File: src/design/mps_pkg.sv
// ----------------------------------------------------------------------------
// mps_pkg: shared types and codes of the modem power sequencer
// Phase, outcome and pin codes, configuration register indexes and the
// structs that pass configuration and pin levels between modules.
// ----------------------------------------------------------------------------
package mps_pkg;

   // Configuration register indexes
   localparam logic [2:0] CSR_BOOT_MODE   = 3'd0;
   localparam logic [2:0] CSR_FIRST_WAIT  = 3'd1;
   localparam logic [2:0] CSR_RETRY_WAIT  = 3'd2;
   localparam logic [2:0] CSR_PU_TRIES    = 3'd3;
   localparam logic [2:0] CSR_PU_GAP      = 3'd4;
   localparam logic [2:0] CSR_SETTLE      = 3'd5;
   localparam logic [2:0] CSR_PANIC_POLLS = 3'd6;
   localparam logic [2:0] CSR_PANIC_TICKS = 3'd7;

   // Commands
   localparam logic [1:0] CMD_TICK  = 2'd0;
   localparam logic [1:0] CMD_UP    = 2'd1;
   localparam logic [1:0] CMD_DOWN  = 2'd2;
   localparam logic [1:0] CMD_BAD   = 2'd3;

   // Sequencer phases
   localparam logic [2:0] PH_IDLE     = 3'd0;
   localparam logic [2:0] PH_PU_RESIN = 3'd1;
   localparam logic [2:0] PH_PU_PWRON = 3'd2;
   localparam logic [2:0] PH_PU_PULSE = 3'd3;
   localparam logic [2:0] PH_PU_POLL  = 3'd4;
   localparam logic [2:0] PH_SD_PWRON = 3'd5;
   localparam logic [2:0] PH_SD_ENTER = 3'd6;
   localparam logic [2:0] PH_SD_WAIT  = 3'd7;

   // Pin codes
   localparam logic [2:0] AP_NO_BYPASS    = 3'h3;
   localparam logic [2:0] AP_SHUTDOWN_REQ = 3'h4;
   localparam logic [2:0] AP_UNDEFINED    = 3'h7;
   localparam logic [2:0] ST_PANIC        = 3'h0;
   localparam logic [2:0] ST_SHUTDOWN_ACK = 3'h6;
   localparam logic [2:0] ST_UNDEFINED    = 3'h7;

   // Outcomes
   localparam logic [2:0] OC_NONE        = 3'd0;
   localparam logic [2:0] OC_UP          = 3'd1;
   localparam logic [2:0] OC_UP_TIMEOUT  = 3'd2;
   localparam logic [2:0] OC_OFF         = 3'd3;
   localparam logic [2:0] OC_OFF_FAILED  = 3'd4;
   localparam logic [2:0] OC_ALREADY_OFF = 3'd5;
   localparam logic [2:0] OC_REJECTED    = 3'd6;

   typedef struct packed {
      logic       boot_mode;
      logic [9:0] first_wait_ticks;
      logic [9:0] retry_wait_ticks;
      logic [7:0] powerup_tries;
      logic [7:0] powerup_gap_ticks;
      logic [7:0] settle_ticks;
      logic [7:0] panic_hold_polls;
      logic [7:0] panic_poll_ticks;
   } cfg_type;

   typedef struct packed {
      logic [2:0] host_state;
      logic       pwron;
      logic       resin;
      logic       boot;
      logic       boot_driven;
   } pins_type;

   // Treat a zero tick delay as one tick
   function automatic logic [7:0] at_least_one(input logic [7:0] v);
      return (v == 8'd0) ? 8'd1 : v;
   endfunction

endpackage

File: src/design/modem_power_sequencer.sv
// ----------------------------------------------------------------------------
// modem_power_sequencer: companion modem power sequencing
// Top level: configuration registers, status latch, sequencer, result register.
// ----------------------------------------------------------------------------
// Each request transfer is one 100 ms tick carrying the sampled modem status
// pins, the reset-out pin and an optional command (power-up or shutdown). Every
// request produces exactly one response transfer showing the pin levels, the
// latched modem status and power state, busy, and the sequence outcome after
// that tick. Throughput is one transfer per clock: the state update is a
// single pass of logic from the request port and current state into the
// response register, and the block accepts a new request whenever the response
// register is empty or is being taken in the same cycle.
// Write configuration registers only while no transfer is outstanding.
// ----------------------------------------------------------------------------
module modem_power_sequencer (
   input  logic       clock,
   input  logic       reset,
   // request channel
   input  logic       req_valid,
   output logic       req_ready,
   input  logic [1:0] req_cmd,
   input  logic [2:0] req_status_pins,
   input  logic       req_resout_pin,
   // response channel
   output logic       rsp_valid,
   input  logic       rsp_ready,
   output logic [2:0] rsp_ap_status_pins,
   output logic       rsp_pwron_pin,
   output logic       rsp_resin_pin,
   output logic       rsp_boot_pins,
   output logic       rsp_boot_pins_driven,
   output logic       rsp_busy_res,
   output logic [2:0] rsp_outcome,
   output logic [2:0] rsp_modem_status,
   output logic       rsp_modem_on,
   output logic       rsp_status_event,
   // configuration write port
   input  logic       csr_write_en,
   input  logic [2:0] csr_index,
   input  logic [9:0] csr_wdata
);

   mps_pkg::cfg_type  cfg;
   mps_pkg::pins_type pins_in;
   mps_pkg::pins_type pins_ff;
   logic              advance;
   logic              busy_in, busy_ff;
   logic [2:0]        outcome_in, outcome_ff;
   logic [2:0]        status_in, status_ff;
   logic              power_in, power_ff;
   logic              event_in, event_ff;
   logic              rsp_valid_ff, rsp_valid_in;

   // Take a request when the response slot is free or drains this cycle
   assign req_ready    = !rsp_valid_ff || rsp_ready;
   assign advance      = req_valid && req_ready;
   assign rsp_valid_in = advance || (rsp_valid_ff && !rsp_ready);

   mps_csr u_csr (
      .clock        (clock),
      .reset        (reset),
      .csr_write_en (csr_write_en),
      .csr_index    (csr_index),
      .csr_wdata    (csr_wdata),
      .cfg          (cfg)
   );

   mps_latch u_latch (
      .clock       (clock),
      .reset       (reset),
      .cfg         (cfg),
      .advance     (advance),
      .status_pins (req_status_pins),
      .resout_pin  (req_resout_pin),
      .status_in   (status_in),
      .power_in    (power_in),
      .event_in    (event_in)
   );

   mps_seq u_seq (
      .clock       (clock),
      .reset       (reset),
      .cfg         (cfg),
      .advance     (advance),
      .cmd         (req_cmd),
      .status_pins (req_status_pins),
      .resout_pin  (req_resout_pin),
      .pins_in     (pins_in),
      .busy_in     (busy_in),
      .outcome_in  (outcome_in)
   );

   // Hold the valid flag; clear on reset
   always_ff @(posedge clock) begin
      if (reset) begin
         rsp_valid_ff <= 1'b0;
      end else begin
         rsp_valid_ff <= rsp_valid_in;
      end
   end

   // Load the response payload on each accepted request
   always_ff @(posedge clock) begin
      if (advance) begin
         pins_ff    <= pins_in;
         busy_ff    <= busy_in;
         outcome_ff <= outcome_in;
         status_ff  <= status_in;
         power_ff   <= power_in;
         event_ff   <= event_in;
      end
   end

   assign rsp_valid            = rsp_valid_ff;
   assign rsp_ap_status_pins   = pins_ff.host_state;
   assign rsp_pwron_pin        = pins_ff.pwron;
   assign rsp_resin_pin        = pins_ff.resin;
   assign rsp_boot_pins        = pins_ff.boot;
   assign rsp_boot_pins_driven = pins_ff.boot_driven;
   assign rsp_busy_res         = busy_ff;
   assign rsp_outcome          = outcome_ff;
   assign rsp_modem_status     = status_ff;
   assign rsp_modem_on         = power_ff;
   assign rsp_status_event     = event_ff;

endmodule

File: src/design/mps_csr.sv
// ----------------------------------------------------------------------------
// mps_csr: configuration registers
// Holds the eight timing and mode registers written through the plain port.
// ----------------------------------------------------------------------------
module mps_csr (
   input  logic                 clock,
   input  logic                 reset,
   input  logic                 csr_write_en,
   input  logic [2:0]           csr_index,
   input  logic [9:0]           csr_wdata,
   output mps_pkg::cfg_type     cfg
);

   mps_pkg::cfg_type cfg_ff;

   always_ff @(posedge clock) begin
      if (reset) begin
         cfg_ff.boot_mode         <= 1'b0;
         cfg_ff.first_wait_ticks  <= 10'd50;
         cfg_ff.retry_wait_ticks  <= 10'd70;
         cfg_ff.powerup_tries     <= 8'd10;
         cfg_ff.powerup_gap_ticks <= 8'd4;
         cfg_ff.settle_ticks      <= 8'd1;
         cfg_ff.panic_hold_polls  <= 8'd100;
         cfg_ff.panic_poll_ticks  <= 8'd5;
      end else if (csr_write_en) begin
         case (csr_index)
            mps_pkg::CSR_BOOT_MODE:   cfg_ff.boot_mode         <= csr_wdata[0];
            mps_pkg::CSR_FIRST_WAIT:  cfg_ff.first_wait_ticks  <= csr_wdata;
            mps_pkg::CSR_RETRY_WAIT:  cfg_ff.retry_wait_ticks  <= csr_wdata;
            mps_pkg::CSR_PU_TRIES:    cfg_ff.powerup_tries     <= csr_wdata[7:0];
            mps_pkg::CSR_PU_GAP:      cfg_ff.powerup_gap_ticks <= csr_wdata[7:0];
            mps_pkg::CSR_SETTLE:      cfg_ff.settle_ticks      <= csr_wdata[7:0];
            mps_pkg::CSR_PANIC_POLLS: cfg_ff.panic_hold_polls  <= csr_wdata[7:0];
            mps_pkg::CSR_PANIC_TICKS: cfg_ff.panic_poll_ticks  <= csr_wdata[7:0];
            default: ;
         endcase
      end
   end

   assign cfg = cfg_ff;

endmodule

File: src/design/mps_latch.sv
// ----------------------------------------------------------------------------
// mps_latch: modem status and power latch
// Latches status and reset-out on change, holding a panic reading that
// follows the undefined start state for a number of polls.
// ----------------------------------------------------------------------------
module mps_latch (
   input  logic                 clock,
   input  logic                 reset,
   input  mps_pkg::cfg_type     cfg,
   input  logic                 advance,
   input  logic [2:0]           status_pins,
   input  logic                 resout_pin,
   output logic [2:0]           status_in,
   output logic                 power_in,
   output logic                 event_in
);

   logic [2:0] status_ff;
   logic       power_ff;
   logic       holding_ff, holding_in;
   logic [7:0] hold_count_ff, hold_count_in;
   logic [7:0] hold_tick_ff, hold_tick_in;

   always_comb begin
      logic       finish;
      logic       differ;
      logic [7:0] hc;
      finish        = 1'b0;
      differ        = (status_pins != status_ff) || (resout_pin != power_ff);
      hc            = hold_count_ff;
      status_in     = status_ff;
      power_in      = power_ff;
      event_in      = 1'b0;
      holding_in    = holding_ff;
      hold_count_in = hold_count_ff;
      hold_tick_in  = hold_tick_ff;
      if (holding_ff) begin
         if (hold_tick_ff > 8'd1) begin
            hold_tick_in = hold_tick_ff - 8'd1;
         end else begin
            if (hold_count_ff != 8'd0) hc = hold_count_ff - 8'd1;
            hold_count_in = hc;
            if (status_pins != mps_pkg::ST_PANIC || hc == 8'd0) begin
               finish = 1'b1;
            end else begin
               hold_tick_in = mps_pkg::at_least_one(cfg.panic_poll_ticks);
            end
         end
      end else if (differ) begin
         if (status_ff == mps_pkg::ST_UNDEFINED && status_pins == mps_pkg::ST_PANIC &&
             cfg.panic_hold_polls != 8'd0) begin
            // start holding the panic reading
            holding_in    = 1'b1;
            hold_count_in = cfg.panic_hold_polls;
            hold_tick_in  = mps_pkg::at_least_one(cfg.panic_poll_ticks);
         end else begin
            finish = 1'b1;
         end
      end
      if (finish) begin
         event_in      = differ;
         holding_in    = 1'b0;
         hold_count_in = 8'd0;
         hold_tick_in  = 8'd0;
         status_in     = status_pins;
         power_in      = resout_pin;
      end
   end

   always_ff @(posedge clock) begin
      if (reset) begin
         status_ff     <= mps_pkg::ST_UNDEFINED;
         power_ff      <= 1'b0;
         holding_ff    <= 1'b0;
         hold_count_ff <= 8'd0;
         hold_tick_ff  <= 8'd0;
      end else if (advance) begin
         status_ff     <= status_in;
         power_ff      <= power_in;
         holding_ff    <= holding_in;
         hold_count_ff <= hold_count_in;
         hold_tick_ff  <= hold_tick_in;
      end
   end

endmodule

File: src/design/mps_seq.sv
// ----------------------------------------------------------------------------
// mps_seq: power-up and shutdown sequencer
// Phase machine with settle counter and poll counter driving the modem pins.
// ----------------------------------------------------------------------------
module mps_seq (
   input  logic                 clock,
   input  logic                 reset,
   input  mps_pkg::cfg_type     cfg,
   input  logic                 advance,
   input  logic [1:0]           cmd,
   input  logic [2:0]           status_pins,
   input  logic                 resout_pin,
   output mps_pkg::pins_type    pins_in,
   output logic                 busy_in,
   output logic [2:0]           outcome_in
);

   logic [2:0]        phase_ff, phase_in;
   logic [7:0]        delay_ff, delay_in;
   logic [9:0]        loop_ff, loop_in;
   logic              ack_ff, ack_in;
   logic              retry_ff, retry_in;
   mps_pkg::pins_type pins_ff;

   always_comb begin
      logic [7:0] settle1;
      logic [9:0] tries;
      logic [9:0] lp;
      logic [9:0] lp_next;
      logic       ack;
      logic [9:0] limit;
      settle1    = mps_pkg::at_least_one(cfg.settle_ticks);
      tries      = {2'b00, cfg.powerup_tries};
      lp         = loop_ff;
      lp_next    = 10'd0;
      ack        = ack_ff;
      limit      = retry_ff ? cfg.retry_wait_ticks : cfg.first_wait_ticks;
      phase_in   = phase_ff;
      delay_in   = delay_ff;
      loop_in    = loop_ff;
      ack_in     = ack_ff;
      retry_in   = retry_ff;
      pins_in    = pins_ff;
      outcome_in = mps_pkg::OC_NONE;

      if (cmd == mps_pkg::CMD_BAD ||
          (cmd != mps_pkg::CMD_TICK && phase_ff != mps_pkg::PH_IDLE)) begin
         outcome_in = mps_pkg::OC_REJECTED;
      end else if (cmd == mps_pkg::CMD_UP) begin
         pins_in.boot        = cfg.boot_mode;
         pins_in.boot_driven = 1'b1;
         pins_in.host_state  = mps_pkg::AP_NO_BYPASS;
         phase_in            = mps_pkg::PH_PU_RESIN;
         delay_in            = settle1;
      end else if (cmd == mps_pkg::CMD_DOWN) begin
         if (!resout_pin) begin
            outcome_in = mps_pkg::OC_ALREADY_OFF;
         end else begin
            pins_in.host_state = mps_pkg::AP_SHUTDOWN_REQ;
            ack_in             = 1'b0;
            retry_in           = 1'b0;
            phase_in           = mps_pkg::PH_SD_PWRON;
            delay_in           = settle1;
         end
      end else if (phase_ff != mps_pkg::PH_IDLE) begin
         if (delay_ff > 8'd1) begin
            delay_in = delay_ff - 8'd1;
         end else begin
            case (phase_ff)
               mps_pkg::PH_PU_RESIN: begin
                  pins_in.resin = 1'b0;
                  phase_in      = mps_pkg::PH_PU_PWRON;
                  delay_in      = settle1;
               end
               mps_pkg::PH_PU_PWRON: begin
                  pins_in.pwron = 1'b1;
                  phase_in      = mps_pkg::PH_PU_PULSE;
                  delay_in      = settle1;
               end
               mps_pkg::PH_PU_PULSE, mps_pkg::PH_PU_POLL: begin
                  // end the pulse and take a reset-out sample
                  if (phase_ff == mps_pkg::PH_PU_PULSE) begin
                     pins_in.pwron = 1'b0;
                     lp            = 10'd0;
                  end
                  lp_next = lp + 10'd1;
                  loop_in = lp;
                  if (lp >= tries) begin
                     phase_in   = mps_pkg::PH_IDLE;
                     outcome_in = mps_pkg::OC_UP_TIMEOUT;
                  end else if (resout_pin) begin
                     phase_in   = mps_pkg::PH_IDLE;
                     outcome_in = mps_pkg::OC_UP;
                  end else if (lp_next >= tries) begin
                     loop_in    = lp_next;
                     phase_in   = mps_pkg::PH_IDLE;
                     outcome_in = mps_pkg::OC_UP_TIMEOUT;
                  end else begin
                     loop_in  = lp_next;
                     phase_in = mps_pkg::PH_PU_POLL;
                     delay_in = mps_pkg::at_least_one(cfg.powerup_gap_ticks);
                  end
               end
               mps_pkg::PH_SD_PWRON: begin
                  pins_in.pwron = 1'b1;
                  phase_in      = mps_pkg::PH_SD_ENTER;
                  delay_in      = settle1;
               end
               mps_pkg::PH_SD_ENTER, mps_pkg::PH_SD_WAIT: begin
                  if (phase_ff == mps_pkg::PH_SD_ENTER) begin
                     lp  = 10'd0;
                     ack = 1'b0;
                  end
                  loop_in = lp;
                  ack_in  = ack;
                  if (lp >= limit) begin
                     // wait used up: drop power-on, then retry after reset or fail
                     pins_in.pwron = 1'b0;
                     if (retry_ff) begin
                        phase_in   = mps_pkg::PH_IDLE;
                        outcome_in = mps_pkg::OC_OFF_FAILED;
                     end else begin
                        pins_in.resin = 1'b1;
                        retry_in      = 1'b1;
                        lp            = 10'd0;
                        ack           = 1'b0;
                        loop_in       = 10'd0;
                        ack_in        = 1'b0;
                        limit         = cfg.retry_wait_ticks;
                        if (lp >= limit) begin
                           phase_in   = mps_pkg::PH_IDLE;
                           outcome_in = mps_pkg::OC_OFF_FAILED;
                        end
                     end
                  end
                  if (lp < limit) begin
                     if (!ack && status_pins == mps_pkg::ST_SHUTDOWN_ACK) begin
                        ack_in        = 1'b1;
                        pins_in.pwron = 1'b0;
                     end
                     if (!resout_pin) begin
                        pins_in.pwron = 1'b0;
                        phase_in      = mps_pkg::PH_IDLE;
                        outcome_in    = mps_pkg::OC_OFF;
                     end else begin
                        loop_in  = lp + 10'd1;
                        phase_in = mps_pkg::PH_SD_WAIT;
                        delay_in = 8'd1;
                     end
                  end
               end
               default: begin
                  phase_in = mps_pkg::PH_IDLE;
               end
            endcase
         end
      end
      busy_in = (phase_in != mps_pkg::PH_IDLE);
   end

   always_ff @(posedge clock) begin
      if (reset) begin
         phase_ff            <= mps_pkg::PH_IDLE;
         delay_ff            <= 8'd0;
         loop_ff             <= 10'd0;
         ack_ff              <= 1'b0;
         retry_ff            <= 1'b0;
         pins_ff.host_state  <= mps_pkg::AP_UNDEFINED;
         pins_ff.pwron       <= 1'b0;
         pins_ff.resin       <= 1'b0;
         pins_ff.boot        <= 1'b0;
         pins_ff.boot_driven <= 1'b0;
      end else if (advance) begin
         phase_ff <= phase_in;
         delay_ff <= delay_in;
         loop_ff  <= loop_in;
         ack_ff   <= ack_in;
         retry_ff <= retry_in;
         pins_ff  <= pins_in;
      end
   end

endmodule

File: config.mk
export PLATFORM = sky130hd
export DESIGN_NAME = modem_power_sequencer
export DESIGN_NICKNAME = d
export VERILOG_FILES = /design/src/design/mps_pkg.sv /design/src/design/modem_power_sequencer.sv /design/src/design/mps_csr.sv /design/src/design/mps_latch.sv /design/src/design/mps_seq.sv
export SDC_FILE = /design/constraint.sdc
export NUM_CORES = 1
export LEC_CHECK = 0
export BUFFER_PORTS_ARGS = -buffer_cell sky130_fd_sc_hd__buf_2
export CAP_MARGIN = 5
export CORE_MARGIN = 3
export CORE_UTILIZATION = 60
export DETAILED_ROUTE_END_ITERATION = 10
export HOLD_SLACK_MARGIN = 0.08
export MAX_ROUTING_LAYER = met4
export PLACE_DENSITY_LB_ADDON = 0.15
export REMOVE_ABC_BUFFERS = 1
export SYNTH_ARGS = -nofsm -noshare
export SYNTH_HDL_FRONTEND = slang
export SYNTH_SLANG_ARGS = --single-unit
File: constraint.sdc
create_clock -name clock -period 9.6 [get_ports clock]
set_input_delay 2.88 -clock clock [delete_from_list [all_inputs] [get_ports clock]]
set_output_delay 2.88 -clock clock [all_outputs]
set_load 0.01 [all_outputs]
==> After elaboration in Yosys (flattened, before gate mapping) <==
Cells that the tools add are included.
Widths: inputs -> output; s select.
{ "word_totals": {"register_bits": 129, "input_bits": 24, "output_inout_bits": 18, "elab_cells": 277} }
{ "classes": {"addsub": 5, "order_cmp": 7, "n_eq_ne": 31, "n_mux": 142, "bitwise": 4, "reduce_logical": 53} }
{ "op_table": {"columns": ["cell", "count"], "rows": [
  ["$mux 10", 35],
  ["$mux 8", 27],
  ["$mux 3", 30],
  ["$mux 1", 36],
  ["$logic_not 8->1", 4],
  ["$eq 3x3->1 const B", 10],
  ["$pmux 8 s3", 1],
  ["$sub 8x1->8 const B", 3],
  ["$add 10x1->10 const B", 2],
  ["$ge 10x8->1", 2],
  ["$pmux 10 s2", 1],
  ["$reduce_bool 3->1", 6],
  ["$gt 8x1->1 const B", 2],
  ["$reduce_and 2->1", 8],
  ["$reduce_bool 8->1", 2],
  ["$pmux 3 s5", 1],
  ["$mux 2", 7],
  ["$reduce_and 7->1", 2],
  ["$eq 3x2->1 const B", 4],
  ["$ge 1x10->1 const A", 1],
  ["$ge 10x10->1", 1],
  ["$lt 10x10->1", 1],
  ["$ne 5x2->1 const B", 2],
  ["$reduce_and 10->1", 1],
  ["28 further kinds", 53]
]} }

==> Logic depth before layout (Yosys ltp) <==
Gate-level depths: netlist of run 1.
{ "logic_depth": {"word_depth": 27, "mapped_depth": 24, "mapped_depth_nobuf": 20} }

==> Modules after synthesis <==
A second synthesis of run 1 with hierarchy kept.
{ "hier_totals": {"hier_cells": 1028, "area_unflattened_um2": 8644.5} }
{ "modules_own_cells": {"columns": ["mod", "instances", "cells_per_inst", "area_per_inst_um2", "seq_area_each_um2"], "rows": [
  ["mps_seq", 1, 579, 4061.4, 600.6],
  ["mps_csr", 1, 228, 2491.1, 1221.2],
  ["mps_latch", 1, 200, 1556.5, 420.4],
  ["modem_power_sequencer", 1, 21, 535.5, 500.5]
]} }

==> Worst setup path before layout of run 1 <==
Ideal clock, no wire load.
{ "synth_path": {"path_type": "in2out", "startpoint": "in rsp_ready", "endpoint": "out req_ready", "arrival_ns": 3.063, "required_time_ns": 6.720, "slack_ns": 3.657, "stages": 1, "path_buffers": 0, "path_cell_list": "nand2b_1"} }
{ "synth_between": {"elab_chain_cells": 1} }
{ "synth_rtl": {"columns": ["element", "line_no", "text"], "rows": [
  ["start: declaration", "modem_power_sequencer.sv:26", "input logic rsp_ready,"],
  ["$logic_or 1x1->1", "modem_power_sequencer.sv:55", "assign req_ready = !rsp_valid_ff || rsp_ready;"],
  ["end: declaration", "modem_power_sequencer.sv:20", "output logic req_ready,"]
]} }
Every way passes these cells.

==> Final worst setup path of run 1 <==
{ "layout_path": {"startpoint": "reg u_seq.phase_ff[2]", "endpoint": "reg busy_ff (netlist: rsp_busy_res), data pin"} }
{ "layout_between": {"elab_chain_cells": 25, "elab_cells_between_ends": 61, "cone_classes": "add/sub: 1; order compare: 4; eq/ne: 7; mux: 43; reduce/logical: 6"} }
{ "layout_rtl": {"columns": ["element", "line_no", "text"], "rows": [
  ["start: declaration", "mps_seq.sv:18", "logic [2:0] phase_ff, phase_in;"],
  ["start signal: assignment", "mps_seq.sv:163", "phase_ff <= mps_pkg::PH_IDLE;"],
  ["start signal: assignment", "mps_seq.sv:174", "phase_ff <= phase_in;"],
  ["$eq 3x3->1", "mps_seq.sv:69, mps_seq.sv:110", null],
  ["$mux 10", "mps_seq.sv:110", "if (phase_ff == mps_pkg::PH_SD_ENTER) begin"],
  ["$mux 10", "mps_seq.sv:69", "case (phase_ff)"],
  ["$mux 10", "mps_seq.sv:66", "if (delay_ff > 8'd1) begin"],
  ["$mux 10", "mps_seq.sv:65", "end else if (phase_ff != mps_pkg::PH_IDLE) begin"],
  ["$mux 10", "mps_seq.sv:55", "end else if (cmd == mps_pkg::CMD_DOWN) begin"],
  ["$mux 10", "mps_seq.sv:49", "end else if (cmd == mps_pkg::CMD_UP) begin"],
  ["$mux 10", "mps_seq.sv:46", "if (cmd == mps_pkg::CMD_BAD ||"],
  ["[10 not listed]", null, null],
  ["$pmux 3 s5", "mps_seq.sv:69", null],
  ["$mux 3", "mps_seq.sv:66", null],
  ["$mux 3", "mps_seq.sv:65", null],
  ["$mux 3", "mps_seq.sv:55", null],
  ["$mux 3", "mps_seq.sv:49", null],
  ["$mux 3 (*)", "mps_seq.sv:46", null],
  ["$reduce_bool 3->1 (*)", "mps_seq.sv:158", "busy_in = (phase_in != mps_pkg::PH_IDLE);"],
  ["named net busy_in", "modem_power_sequencer.sv:47", "logic busy_in, busy_ff;"],
  ["end signal: assignment", "modem_power_sequencer.sv:106", "busy_ff <= busy_in;"],
  ["end: declaration", "modem_power_sequencer.sv:47", null]
]} }
Mark *: on every way through the listed nets, which the timed path passes. The rest lies on a longest branch. The select of a mux whose other input is x is not followed.
A chain may end at the register's enable or synchronous reset.

==> results.cfg, run 1 <==
[final_layout]
layout.nets = 1124
design_area_um2 = 8994
filler_cell_count = 1139
final_cell_mix = nand2_1 (161), dfxtp_1 (113), nor2_1 (108), a21oi_1 (95), o21ai_0 (57)
layout_commonest_cell = nand2_1
drive_gt1_share_pct = 9.831
area_growth_syn_to_layout_pct = 10.30
finalNonFillerCells = 1241
final_util_pct = 69.57

[timing]
fmax_ghz = 0.1565
maxSlewViolCount = 0
fin_crit_sh_pct = 66.57
slew_headroom_pct = 15.68
finalSetupViolCount = 0
fin_tns_setup_ns = 0
fin_worst_skew_ns = 0.005611
hold_viol_final = 0
tightest_slew_ns = 1.260
rsz0062_at_grt = no
fin_crit_ns = 6.391

[critical_path]
timing.rr.end = rsp_busy_res$_DFFE_PP_
crit_path_start_kind = flop
cp_slowest_stage_delay_ns = 0.66
crit_buf_inv = 0
crit_slowest_cell = dfxtp_1
cp_num_cells = 16
end_kind = flop
crit_arrival_ns = 6.64
worstSetupPathType = reg -> reg
cp_max_fo = 19
ff2ff_setup_slack_ns = 3.21
reg2reg_depth = 16
cp_top_family = simple AND/OR/NAND/NOR gates
r2r_start = u_seq.phase_ff[2]$_SDFFE_PP0P_
worstPathRequired_ns = 9.85
crit_chain = nand3b_1 -> and2_1 -> ha_1 -> nand4_1 -> o311a_1 -> a21oi_1 -> nor2_1 -> and2_1 -> ha_1 -> nand4_1 -> or3b_2 -> nor4b_1 -> nor3b_2 -> a221oi_2 -> a2111oi_0 -> o221ai_1

[placed_design]
gp_congestion = 0.9811
dpl_cell_area_um2 = 8388
dp.cells = 1208
portBuffers = 41
post-dp-hpwl_mm = 15.56

[synth]
yosys-top-cells-area = dfxtp_1 (28%), nand2_1 (7.4%), ha_1 (6.9%)
synth_compound_area_share_pct = 19.96
ys_types = 75
synth-edff-count = 16
async_flop_share_pct = 0
synthMuxAreaShare_pct = 5.693
postSynthAreaPerCell_um2 = 7.788
synth_xor_area_share_pct = 3.437
synth_cells = 1047
synth_ff_type = dfxtp_1
ys_ff_latch = 129
synth_top_area_share_pct = 27.74
yosysTopAreaCell = dfxtp_1
syn_area_um2 = 8154
yosysWarnings = 0
synth-simple-area-share_pct = 25.89
ys_seq_area_share_pct = 33.64
synth_top_family_by_area = simple AND/OR/NAND/NOR gates
synth_adder_area_share_pct = 6.905

[routing]
drt_pre_antenna_iters = 5
routed_wirelength_mm = 22.06
num_vias = 7774
initialDrtViolationCount = 793
viasPerCell = 6.264
drc = 0
wire_per_inst_um = 17.77
ant_nets = 0

[clock_network]
cts_hold_buf = 0
root_buffer = clkbuf_16
cts.sinks = 129
h-tree-depth = 4
clkSlewWorstSetupHoldPaths_ns = 0.06
post_cts.repair.setup_buffers = 0
cts_made_buffers = 17
cts_tree = yes
insertion_delay_ns = 0.43
clockBufferDepth = 2
cts_resized = 0

[min_path]
worstHoldPathCells = 2
hold_end = u_seq.pins_ff[1]$_SDFFE_PP0P_
min_from = u_seq.pins_ff[1]$_SDFFE_PP0P_
hp-class = reg -> reg

[global_route]
grt_pass1_wl_mm = 36.23
grt_pass1_vias = 6956
grt_use_total_pct = 31.17
antenna_found_initial = 1
grt_max_degree = 55
grt-ovfl-total = 0

[floorplanning]
dieHeight_um = 122.6
num_rows = 41
dieWidth_um = 122.6
ios = 42
core_area_um2 = 12930
die_area_um2 = 15020
initial_core_util_pct = 63.08

[power_and_ir_drop]
power_mw = 1.497
p_per_area_nw_per_um2 = 166.4
ir_drop_mv = 0.1312
p_leak_nw = 3.495

[status]
status = finished, final reports clean

[run]
cap_violations = 0
cell families (layout without fill, tap and decap cells):
logic type / count (synthesis) / count (layout)
compound gates: 257 / 257
xor+xnor: 32 / 32
flops: 129 / 129
other cells: 0 / 1
simple gates: 443 / 443
mux: 46 / 46
fa+ha+maj: 45 / 45
buf+inv: 95 / 116
area by class of cell:
cell class | instances | area, µm² | area share (%)
multi-input combinational | 823 | 5046 | 56.11
sequential | 129 | 2743 | 30.50
clock buffer | 17 | 425.4 | 4.730
timing repair buffer | 45 | 237.7 | 2.643
tap | 172 | 215.2 | 2.393
clock inverter | 15 | 177.7 | 1.976
inverter | 39 | 146.4 | 1.628
antenna | 1 | 2.502 | 0.02782
layer usage:
layer	routed length [µm]	global-route usage [%]	vias to the layer above
met5	0	-	-
met4	425	8.817	0
met3	1577	4.839	36
met2	9817	46.10	362
met1	10240	44.40	3605
li1	-	-	3771
cell usage after synthesis, drive strengths merged, types with 11 or more instances:
master and n:
nand2 162, nor3 33, ha 45, nand4 17, xnor2 20, nor4 15, a31oi 11, clkbuf 53
dfxtp 113, a211oi 17, nand2b 14, nand3 30, edfxtp 16, o21ai 59, xor2 12, nor2 108
and2 19, a21oi 95, inv 38, mux2i 43
how the worst max path moves through the flow:
stage | slack [ns] | start | endpoint
final | 3.21 | u_seq.phase_ff[2]$_SDFFE_PP0P_ | rsp_busy_res$_DFFE_PP_
after global routing | 2.69 | u_seq.phase_ff[2]$_SDFFE_PP0P_ | u_seq.phase_ff[1]$_SDFFE_PP0P_
after global placement | 3.45 | rsp_ready | req_ready
after detailed placement | 3.44 | u_seq.phase_ff[2]$_SDFFE_PP0P_ | u_seq.pins_ff[3]$_SDFFE_PP0P_
after floorplan | 3.66 | rsp_ready | req_ready
after CTS | 3.40 | u_seq.phase_ff[2]$_SDFFE_PP0P_ | u_seq.delay_ff[4]$_SDFFE_PP0P_
stage by stage:
| stage | hold slack [ns] | setup slack (ns) |
|---|---|---|
| 6_report | 0.4554 | 3.209 |
| 5_1_grt | 0.4709 | 2.687 |
| 3_5_place_dp | 0.4468 | 3.439 |
| 3_3_place_gp | 0.4385 | 3.452 |
| 4_1_cts | 0.4553 | 3.398 |
| 2_1_floorplan | 0.4268 | 3.657 |
sequential cells by signal (all words and copies together) (netlist names):
register	cells
u_seq.retry_ff	1
rsp_modem_status	3
u_latch.hold_tick_ff	8
rsp_status_event	1
u_csr.cfg	61
rsp_modem_on	1
u_seq.delay_ff	8
u_latch.hold_count_ff	8
u_latch.power_ff	1
u_latch.holding_ff	1
u_seq.ack_ff	1
rsp_ap_status_pins	3
rsp_boot_pins_driven	1
rsp_busy_res	1
rsp_pwron_pin	1
u_seq.pins_ff	7
u_latch.status_ff	3
rsp_outcome	3
u_seq.loop_ff	10
u_seq.phase_ff	3
rsp_resin_pin	1
rsp_valid	1
rsp_boot_pins	1
tightest hold or removal path, delay by kind of cell, from the launching register on:
kind,cells,cell delay (ns)
DFF,1,0.31
and+or+nand+nor,1,0.05
AOI/OAI and AO/OA,1,0.05
power breakdown:
part           internal, mW  switching (mW)
clock network         0.390           0.270
logic                0.0858           0.159
registers             0.570          0.0220
total                  1.05           0.451
Power figures use the tool's default switching activity.
==> inputs of run 2 (changes only) <==
--- a/config.mk
+++ b/config.mk
@@ -8,7 +8,7 @@
 export BUFFER_PORTS_ARGS = -buffer_cell sky130_fd_sc_hd__buf_2
 export CAP_MARGIN = 5
 export CORE_MARGIN = 3
-export CORE_UTILIZATION = 60
+export CORE_UTILIZATION = 56
 export DETAILED_ROUTE_END_ITERATION = 10
 export HOLD_SLACK_MARGIN = 0.08
 export MAX_ROUTING_LAYER = met4
==> constraint.sdc (replaced) <==
create_clock -name clock -period 5.42 [get_ports clock]
set_input_delay 1.626 -clock clock [delete_from_list [all_inputs] [get_ports clock]]
set_output_delay 1.626 -clock clock [all_outputs]
set_load 0.01 [all_outputs]
==> run 2 against run 1 <==
Compared with the run above:
- sequential share of layout area down 0.51 points
- non-clock buffer count up 21
- sequential power up 76%
- combinational power up 81%
- power up 76%
- first-iteration DRC count down 1.0%
- largest cell class unchanged
- largest power group unchanged
- highest routed layer unchanged
==> results.cfg, run 2 (synthesis results as in run 1) <==
[status]
status = finished, final reports clean

[timing]
rsz0062_at_grt = no
tightest_slew_ns = 1.134
fin_crit_ns = 4.993
maxSlewViolCount = 0
slew_headroom_pct = 24.11
fin_tns_setup_ns = 0
fin_crit_sh_pct = 92.12
fmax_ghz = 0.2003
hold_viol_final = 0
finalSetupViolCount = 0
fin_worst_skew_ns = 0.01111

[floorplanning]
num_rows = 43
initial_core_util_pct = 58.07
die_area_um2 = 16050
dieHeight_um = 126.7
dieWidth_um = 126.7
ios = 42
core_area_um2 = 14040

[min_path]
hp-class = reg -> reg
min_from = u_seq.pins_ff[0]$_SDFFE_PP0P_
worstHoldPathCells = 2
hold_end = u_seq.pins_ff[0]$_SDFFE_PP0P_

[placed_design]
dpl_cell_area_um2 = 8541
post-dp-hpwl_mm = 15.88
gp_congestion = 1.001
portBuffers = 41
dp.cells = 1235

[critical_path]
crit_arrival_ns = 5.14
worstPathRequired_ns = 5.57
end_kind = flop
worstSetupPathType = reg -> reg
crit_slowest_cell = dfxtp_1
ff2ff_setup_slack_ns = 0.43
crit_path_start_kind = flop
timing.rr.end = rsp_busy_res$_DFFE_PP_
cp_slowest_stage_delay_ns = 0.59
reg2reg_depth = 19
cp_max_fo = 9
crit_top_cell = o21ai_0
crit_chain = mux2i_1 -> ha_1 -> a211o_1 -> o211ai_1 -> o311a_1 -> a21oi_1 -> nor2_1 -> buf_4 -> and2_1 -> ha_1 -> o21ai_0 -> o21ai_0 -> o21ai_0 -> a32oi_2 -> nor3b_2 -> buf_4 -> nor3_1 -> a211oi_1 -> o221ai_1
r2r_start = u_seq.retry_ff$_SDFFE_PP0P_

[run]
cap_violations = 0

[routing]
routedLengthMet1_mm = 10.16
viasPerCell = 6.088
initialDrtViolationCount = 785
met3_wirelength_mm = 1.787
met2_length_mm = 9.956
num_vias = 7726
ant_nets = 0
highest_layer = met4
routed_wirelength_mm = 22.44
drt_pre_antenna_iters = 5
wire_per_inst_um = 17.68
drc = 0

[final_layout]
final_cell_mix = nand2_1 (161), dfxtp_1 (113), nor2_1 (108), a21oi_1 (95), o21ai_0 (57)
design_area_um2 = 9146
largest_reg_flops = 61
n_antenna_cell = 0
layout_commonest_cell = nand2_1
drive_gt1_share_pct = 11.66
layout.nets = 1145
finalNonFillerCells = 1269
filler_cell_count = 1231
area_growth_syn_to_layout_pct = 12.17

[clock_network]
cts.sinks = 129
cts_tree = yes
clkSlewWorstSetupHoldPaths_ns = 0.06
cts_hold_buf = 0
h-tree-depth = 4
root_buffer = clkbuf_16
insertion_delay_ns = 0.42
clockBufferDepth = 2
cts_made_buffers = 17

[power_and_ir_drop]
p_leak_nw = 3.580
ir_drop_mv = 0.2159
p_per_area_nw_per_um2 = 287.6
power_mw = 2.631

[global_route]
grt_pass1_vias = 6940
antenna_found_initial = 0
grt_max_degree = 55
grt-ovfl-total = 0
grt_use_total_pct = 28.66
grt_pass1_wl_mm = 36.27
-- run 2: metrics by stage --
step | worst slack (ns) | util (%) | hold WS [ns]
after detailed placement | 0.2961 | 60.82 | 0.4454
after floorplan | 0.2621 | - | 0.4268
after global routing | 0.1140 | 65.13 | 0.4762
after CTS | 0.2690 | 64.97 | 0.4589
after global placement | 0.3409 | 60.82 | 0.4448
final | 0.4273 | 65.13 | 0.4598
-- run 2: power breakdown --
| part | total (mW) | leakage [nW] | internal, mW | switching, mW |
|---|---|---|---|---|
| clock network | 1.15 | 0.277 | 0.681 | 0.466 |
| logic | 0.443 | 2.24 | 0.153 | 0.290 |
| registers | 1.04 | 1.07 | 1.01 | 0.0314 |
-- run 2: area by class of cell --
class / instances / area (µm²) / share of cell area [%]
Multi-Input combinational cell: 823 / 5054 / 55.25
Sequential cell: 129 / 2743 / 29.99
Clock buffer: 17 / 425.4 / 4.651
Timing Repair Buffer: 66 / 395.4 / 4.323
Tap cell: 180 / 225.2 / 2.462
Clock inverter: 15 / 157.7 / 1.724
Inverter: 39 / 146.4 / 1.601
-- run 2: what timing repair did --
item,in CTS,in global routing
gates resized for setup,0,1
setup endpoints to repair,0,17
setup buffers,0,2
endpoints found under the hold margin,0,0
-- run 2: worst max-delay path by stage --
stage	start	end	slack [ns]	depth (start not counted)
4_1_cts	u_seq.phase_ff[0]$_SDFFE_PP0P_	u_seq.delay_ff[7]$_SDFFE_PP0P_	0.27	19
3_3_place_gp	u_seq.phase_ff[0]$_SDFFE_PP0P_	u_seq.delay_ff[3]$_SDFFE_PP0P_	0.34	19
3_5_place_dp	u_seq.phase_ff[0]$_SDFFE_PP0P_	u_seq.delay_ff[4]$_SDFFE_PP0P_	0.30	19
2_1_floorplan	u_seq.phase_ff[1]$_SDFFE_PP0P_	u_seq.delay_ff[1]$_SDFFE_PP0P_	0.26	18
5_1_grt	u_seq.retry_ff$_SDFFE_PP0P_	u_seq.delay_ff[3]$_SDFFE_PP0P_	0.11	18
6_report	u_seq.retry_ff$_SDFFE_PP0P_	rsp_busy_res$_DFFE_PP_	0.43	19
-- run 2: per-layer routing --
| metal | GRT usage [%] | vias up |
|---|---|---|
| met1 | 39.25 | 3541 |
| met5 | - | - |
| li1 | - | 3810 |
| met3 | 5.853 | 49 |
| met4 | 8.707 | 0 |
| met2 | 42.87 | 326 |
-- run 2: critical path: cells and delay by family, from the launching register on --
family | cells | cell delay, ns
buffers and inverters | 2 | 0.42
AOI/OAI and AO/OA | 10 | 1.90
DFF | 1 | 0.59
and+or+nand+nor | 4 | 0.96
adders and majority gates | 2 | 0.54
muxes | 1 | 0.31
